`config.mk`:
```
export PLATFORM = sky130hd
export DESIGN_NAME = sss_ctrl
export DESIGN_NICKNAME = d
export VERILOG_FILES = /design/src/rtl/sss_pkg.sv /design/src/rtl/sss_ctrl.sv
export VERILOG_INCLUDE_DIRS = /design/src /design/src/rtl
export SDC_FILE = /design/constraint.sdc
export NUM_CORES = 1
export LEC_CHECK = 0
export ABC_AREA = 1
export BUFFER_PORTS_ARGS = -buffer_cell sky130_fd_sc_hd__buf_2
export CORE_MARGIN = 1.5
export CORE_UTILIZATION = 50
export DETAILED_ROUTE_END_ITERATION = 10
export GPL_TIMING_DRIVEN = 1
export HOLD_SLACK_MARGIN = 0.08
export MAX_ROUTING_LAYER = met4
export PLACE_DENSITY = 0.72
export SETUP_SLACK_MARGIN = 0.3
export SYNTH_ARGS = -nofsm -noshare
export SYNTH_HDL_FRONTEND = slang
export SYNTH_SLANG_ARGS = --single-unit
```
`constraint.sdc`:
```
create_clock -name clk -period 2.71 [get_ports clk]
set_input_delay 0.1355 -clock clk [delete_from_list [all_inputs] [get_ports clk]]
set_output_delay 0.1355 -clock clk [all_outputs]
set_load 0.02 [all_outputs]
```
`src/rtl/selective_scan_step_core_defines.svh`:
```
// Assertion macros shared by the selective scan step RTL.
// Each macro expects clk and rst_n to be visible where it is used.
`ifndef SELECTIVE_SCAN_STEP_CORE_DEFINES_SVH
`define SELECTIVE_SCAN_STEP_CORE_DEFINES_SVH
`ifndef SYNTH
`define SSS_ASSERT_IMP(lbl, ante, cons, msg) \
  lbl: assert property (@(posedge clk) disable iff (!rst_n) (ante) |-> (cons)) \
    else $error(msg);
`define SSS_ASSERT_NXT(lbl, ante, cons, msg) \
  lbl: assert property (@(posedge clk) disable iff (!rst_n) (ante) |=> (cons)) \
    else $error(msg);
`else
`define SSS_ASSERT_IMP(lbl, ante, cons, msg)
`define SSS_ASSERT_NXT(lbl, ante, cons, msg)
`endif
`endif

```
`src/rtl/sss_pkg.sv`:
```
`default_nettype none
package sss_pkg;

  localparam int LAYER_W = 3;
  localparam int CHAN_W  = 10;
  localparam int SIDX_W  = 4;
  localparam int Q_W     = 32;

  localparam int Q_ONE          = 65536;
  localparam int SOFTPLUS_LIMIT = 1310720;
  localparam int LOG2E_Q        = 94548;
  localparam int EXP_C2         = 5184;
  localparam int EXP_C1         = 14752;
  localparam int EXP_C0         = 45600;
  localparam int LOG_C3         = 10623;
  localparam int LOG_C2         = 30697;
  localparam int LOG_C1         = 65503;
  localparam int DIV_STEPS      = 33;

  localparam int MUL_W  = 33;
  localparam int PROD_W = 2 * MUL_W;
  localparam int SAT_W  = 68;
  localparam int POLY_W = 17;
  localparam int REM_W  = 18;

  typedef enum logic [4:0] {
    OP_NONE,
    OP_CAPTURE,
    OP_READ,
    OP_EXP_T,
    OP_EXP_P1,
    OP_EXP_P2,
    OP_EXP_P3,
    OP_EXP_FIN,
    OP_LOG1,
    OP_LOG2,
    OP_LOG3,
    OP_DTA,
    OP_DB,
    OP_DBX,
    OP_H,
    OP_HC,
    OP_SX,
    OP_DIV,
    OP_SILU,
    OP_Y,
    OP_CLEAR
  } op_t;

  typedef enum logic [1:0] {
    SRC_DT,
    SRC_A,
    SRC_DEC,
    SRC_GATE
  } exp_src_t;

  typedef struct packed {
    op_t      op;
    exp_src_t src;
    logic     div_first;
  } cmd_t;

  typedef struct packed {
    logic last;
    logic out_busy;
  } stat_t;

  function automatic logic signed [Q_W-1:0] sat32(input logic signed [SAT_W-1:0] v);
    logic signed [Q_W-1:0] res;
    if (!v[SAT_W-1] && (|v[SAT_W-2:Q_W-1])) begin
      res = {1'b0, {(Q_W-1){1'b1}}};
    end else if (v[SAT_W-1] && !(&v[SAT_W-2:Q_W-1])) begin
      res = {1'b1, {(Q_W-1){1'b0}}};
    end else begin
      res = v[Q_W-1:0];
    end
    return res;
  endfunction

endpackage
`default_nettype wire

```
`src/rtl/sss_ctrl.sv`:
```
`default_nettype none
`include "selective_scan_step_core_defines.svh"
module sss_ctrl #(
  parameter int LAYERS     = 8,
  parameter int CHANNELS   = 1024,
  parameter int STATE_SIZE = 16,
  localparam int DEPTH  = LAYERS * CHANNELS * STATE_SIZE,
  localparam int ADDR_W = (DEPTH > 1) ? $clog2(DEPTH) : 1
) (
  input  logic               clk,
  input  logic               rst_n,
  input  logic               in_valid,
  output logic               in_ready,
  input  sss_pkg::stat_t     stat,
  output sss_pkg::cmd_t      cmd,
  output logic [ADDR_W-1:0]  clr_addr
);
  import sss_pkg::*;

  localparam int DIV_CW = $clog2(DIV_STEPS);

  typedef enum logic [4:0] {
    S_CLEAR, S_IDLE, S_READ,
    S_EXP_T, S_EXP_P1, S_EXP_P2, S_EXP_P3, S_EXP_FIN,
    S_LOG1, S_LOG2, S_LOG3, S_DTA, S_DB, S_DBX, S_H, S_HC,
    S_SX, S_DIV, S_SILU, S_Y
  } state_t;

  state_t              state_r;
  exp_src_t            phase_r;
  logic [ADDR_W-1:0]   clr_cnt_r;
  logic [DIV_CW-1:0]   div_cnt_r;

  always_ff @(posedge clk) begin
    if (!rst_n) begin
      state_r   <= S_CLEAR;
      phase_r   <= SRC_DT;
      clr_cnt_r <= '0;
      div_cnt_r <= '0;
    end else begin
      unique case (state_r)
        S_CLEAR: begin
          if (clr_cnt_r == ADDR_W'(DEPTH - 1)) begin
            state_r <= S_IDLE;
          end else begin
            clr_cnt_r <= clr_cnt_r + 1'b1;
          end
        end
        S_IDLE: begin
          if (in_valid) begin
            state_r <= S_READ;
            phase_r <= SRC_DT;
          end
        end
        S_READ:    state_r <= S_EXP_T;
        S_EXP_T:   state_r <= S_EXP_P1;
        S_EXP_P1:  state_r <= S_EXP_P2;
        S_EXP_P2:  state_r <= S_EXP_P3;
        S_EXP_P3:  state_r <= S_EXP_FIN;
        S_EXP_FIN: begin
          unique case (phase_r)
            SRC_DT:   state_r <= S_LOG1;
            SRC_A:    state_r <= S_DTA;
            SRC_DEC:  state_r <= S_DB;
            SRC_GATE: state_r <= S_DIV;
            default:  state_r <= S_IDLE;
          endcase
        end
        S_LOG1: state_r <= S_LOG2;
        S_LOG2: state_r <= S_LOG3;
        S_LOG3: begin
          state_r <= S_EXP_T;
          phase_r <= SRC_A;
        end
        S_DTA: begin
          state_r <= S_EXP_T;
          phase_r <= SRC_DEC;
        end
        S_DB:  state_r <= S_DBX;
        S_DBX: state_r <= S_H;
        S_H:   state_r <= S_HC;
        S_HC:  state_r <= stat.last ? S_SX : S_IDLE;
        S_SX: begin
          state_r <= S_EXP_T;
          phase_r <= SRC_GATE;
        end
        S_DIV: begin
          if (div_cnt_r == DIV_CW'(DIV_STEPS - 1)) begin
            div_cnt_r <= '0;
            state_r   <= S_SILU;
          end else begin
            div_cnt_r <= div_cnt_r + 1'b1;
          end
        end
        S_SILU: state_r <= S_Y;
        S_Y: begin
          // hold until the output register is free
          if (!stat.out_busy) begin
            state_r <= S_IDLE;
          end
        end
        default: state_r <= S_IDLE;
      endcase
    end
  end

  always_comb begin
    cmd.src       = phase_r;
    cmd.div_first = (div_cnt_r == '0);
    unique case (state_r)
      S_CLEAR:   cmd.op = OP_CLEAR;
      S_IDLE:    cmd.op = OP_CAPTURE;
      S_READ:    cmd.op = OP_READ;
      S_EXP_T:   cmd.op = OP_EXP_T;
      S_EXP_P1:  cmd.op = OP_EXP_P1;
      S_EXP_P2:  cmd.op = OP_EXP_P2;
      S_EXP_P3:  cmd.op = OP_EXP_P3;
      S_EXP_FIN: cmd.op = OP_EXP_FIN;
      S_LOG1:    cmd.op = OP_LOG1;
      S_LOG2:    cmd.op = OP_LOG2;
      S_LOG3:    cmd.op = OP_LOG3;
      S_DTA:     cmd.op = OP_DTA;
      S_DB:      cmd.op = OP_DB;
      S_DBX:     cmd.op = OP_DBX;
      S_H:       cmd.op = OP_H;
      S_HC:      cmd.op = OP_HC;
      S_SX:      cmd.op = OP_SX;
      S_DIV:     cmd.op = OP_DIV;
      S_SILU:    cmd.op = OP_SILU;
      S_Y:       cmd.op = stat.out_busy ? OP_NONE : OP_Y;
      default:   cmd.op = OP_NONE;
    endcase
  end

  assign in_ready = (state_r == S_IDLE);
  assign clr_addr = clr_cnt_r;

  `SSS_ASSERT_NXT(a_busy_after_accept, in_valid && in_ready, !in_ready, "ready after accept")
  `SSS_ASSERT_IMP(a_div_bound, state_r == S_DIV, div_cnt_r < DIV_CW'(DIV_STEPS), "div count")
endmodule
`default_nettype wire

```
==> results by group <==
GRT
  – First-pass GRT wire length: 7530 um
  – Grt total ovfl: 0
  – Vias in the first global route: 1786
  – Antenna violations before repair: 0
  – Pin count of the biggest net entering global routing: 17
  – Gr usage total: 0.233

Route
  – Wirelength, routed: between 4000 and 5000 um
  – Vias per cell: between 5 and 6
  – First-pass DRT Iterations: 4
  – Wirelength per Cell: 11.6 um
  – DR iter-0 viols: 143
  – DRC Markers: 0
  – Via Count: 1920
  – Post-DRT Antenna Nets: 0

Setup path
  – Reg2reg path depth: 11
  – Worst path arrival time: 2.37 ns
  – R2r startpoint: clr_addr[4]$_SDFFE_PN0P_
  – Worst R2R Setup Slack: 0.53 ns
  – Worst Path Max Fanout: 13
  – CP Launch Type: flip-flop
  – Crit. Startpoint: clr_addr[4]$_SDFFE_PN0P_
  – CP Class: reg -> reg
  – Critical path required time: 2.90 ns
  – Reg-to-Reg End: state_r[0]$_SDFFE_PN0P_
  – Kind of end point of the critical path: flip-flop

Yosys
  – Avg Cell Area, Syn: 6.68 um2
  – Post-synthesis sequential area ratio: 0.318
  – Netlist cell types: 33
  – Cells after Synth: 283
  – Synth Register Bits: 30
  – Syn_nets: 292
  – Synth Cell Area: 1890 um2
  – Yosys warnings: 0

Hold path
  – Hold Path Cell Cnt: 3
  – Worst hold endpoint: state_r[1]$_SDFFE_PN0P_
  – Hold Crit Class: in -> reg
  – HP Start: stat[0]

Final layout
  – Ant. Diodes: 0
  – Post-route cell area: 2170 um2
  – Share of cells above drive strength 1: 0.195
  – Synthesis-to-layout area growth: 14.9%
  – Final net count: around 330

Timing
  – Setup TNS: 0 ns
  – Relative slew slack: 0.654
  – Slew Limit Fails: 0
  – Setup-failing EPs final: 0
  – Unrepaired setup endpoints after global routing: false
  – Min cycle time layout: 2.18 ns
  – Setup WS post-layout: about 0.53 ns
  – Measured slew at the worst slew-check pin: 0.518 ns
  – Final period utilization: 0.804
  – Max frequency: 459 MHz
  – Final Hold Viols: 0
  – Setup Skew: 0.00503 ns

Die
  – IO Pins: 31
  – Die ar.: 4160 um2
  – Core ar.: 3630 um2
  – Cell row count: 22
  – Die Wd: about 64 um
  – Die height: 64.5 um
  – Initial core utilization: 0.520

Clocking
  – CTS sink cnt: 30
  – PostCTS Resize Cnt: 0
  – CTS Buf Count: 5
  – Post-CTS Setup Inserts: 0
  – Clock buffer depth: 2
  – Worst skew pair latency: ~0.28 ns
  – CTS root buffer: clkbuf_8
  – CTS tree: yes
  – Hold_buf cts: 0
  – CTS clock-pin slew for the worst setup and hold paths: 0.06 ns
  – H-tree depth: 2

Power and ir drop
  – Peak VDD IR: 0.277 mV
  – Leakage power: 1.00 nW
  – Clock share of power: 0.437
  – PwrDens: 393 nW/um2
  – P_int: 0.659 mW
  – Sequential power share: 0.526
  – Sw Pwr: approximately 0.19 mW
  – Sw frac: 0.227
  – Logic pwr share: 0.036

Placed design
  – DP Area: 2080 um2
  – Pre-CTS setup slack: 0.546 ns
  – GP Congestion: 0.921
  – Post-DP HPWL: 3210 um
  – # port buffers: 30

Run
  – Max-Cap Viols: 0

Outcome
  – Status: finished, final reports clean
## synth_stat cells
master | count | area share
a21oi_1 | 20 | 0.053
a21oi_2 | 2 | 0.0093
a31oi_1 | 3 | 0.0099
and3_1 | 1 | 0.0033
and3_4 | 1 | 0.0060
buf_2 | 1 | 0.0026
buf_8 | 1 | 0.0079
clkbuf_1 | 2 | 0.0040
dfxtp_1 | 30 | 0.32
ha_1 | 4 | 0.026
inv_1 | 29 | 0.058
inv_2 | 5 | 0.0099
nand2_1 | 69 | 0.14
nand2_2 | 3 | 0.0099
nand3_1 | 24 | 0.064
nand3_4 | 1 | 0.0093
nand4_1 | 7 | 0.023
nand4_2 | 1 | 0.0066
nand4_4 | 1 | 0.011
nor2_1 | 41 | 0.081
nor2_2 | 4 | 0.013
nor2_4 | 3 | 0.018
nor2_8 | 2 | 0.021
nor3_1 | 3 | 0.0079
nor3_4 | 1 | 0.0086
nor4_1 | 1 | 0.0033
nor4b_1 | 1 | 0.0046
o211ai_1 | 1 | 0.0040
o21ai_0 | 13 | 0.034
o21ai_1 | 1 | 0.0026
o21bai_1 | 1 | 0.0040
xnor2_1 | 1 | 0.0046
xor2_1 | 5 | 0.023
## flip-flops by register name (all words and copies together), names as in the netlist
signal     count
clr_addr      17
div_cnt_r      6
phase_r        2
state_r        5
## power groups by stage
stage	clock network, mW	registers, mW	logic [mW]
3_5_place_dp	0	0.459	0.0306
2_1_floorplan	0	0.463	0.0149
6_report	0.373	0.449	0.0310
4_1_cts	0.382	0.449	0.0311
3_3_place_gp	0	0.458	0.0306
5_1_grt	0.402	0.449	0.0351
## metrics by stage
step | power (mW) | instances | util | hold slack, ns
3_5_place_dp | 0.489 | 358 | 0.572 | 0.485
3_3_place_gp | 0.489 | 358 | 0.572 | 0.478
4_1_cts | 0.862 | 366 | 0.597 | 0.183
6_report | 0.853 | 366 | 0.597 | 0.195
2_1_floorplan | 0.478 | 283 | - | 0.274
5_1_grt | 0.887 | 366 | 0.597 | 0.216
## cell usage in the layout, fill, tap and decap left out, drive strengths merged, types with 2 or more instances in the layout
cell    count
nand2      72
nor2       50
inv        34
buf        31
dfxtp      30
nand3      25
a21oi      22
o21ai      14
nand4       9
clkbuf      7
xor2        5
ha          4
nor3        4
a31oi       3
and3        2
## worst max path at each step
| stage | cells past startpoint | end |
|---|---|---|
| after floorplan | 12 | state_r[0]$_SDFFE_PN0P_ |
| after global routing | 11 | state_r[0]$_SDFFE_PN0P_ |
| after CTS | 11 | state_r[0]$_SDFFE_PN0P_ |
| after global placement | 11 | state_r[0]$_SDFFE_PN0P_ |
| final | 11 | state_r[0]$_SDFFE_PN0P_ |
| after detailed placement | 11 | state_r[0]$_SDFFE_PN0P_ |
## worst max-delay path, stage by stage, from the launching register on
cell	delay, ns
dfxtp_1	0.44
nand4_1	0.17
nor3_1	0.26
nor4b_1	0.28
ha_1	0.20
inv_1	0.06
nand4_4	0.23
nand2_2	0.09
nor2_2	0.15
nand3_1	0.09
nand2_1	0.06
inv_1	0.03
## cell type report
type                       instances  area [um2]
timing repair buffer              31         158
inverter                          34         128
fill                             362        1460
multi-input combinational        215        1130
tap                               48        60.1
sequential                        30         601
clock inverter                     1        5.00
clock buffer                       7        86.3
## routing by layer
metal  up-vias  wire (um)  global-route usage
met3         9        198              0.0573
met1       876       1950               0.267
met5         -          0                   -
met4         0         58              0.0798
li1        992          -                   -
met2        43       2060               0.398
## cell families after synthesis
group                    share of synthesized area
AO/OA/AOI/OAI                                0.117
flip-flops                                   0.318
XOR/XNOR                                    0.0278
buffers and inverters                       0.0821
AND/OR/NAND/NOR                              0.428
adder cells (fa/ha/maj)                     0.0265
No activity file was read; power rests on OpenSTA's default activity.
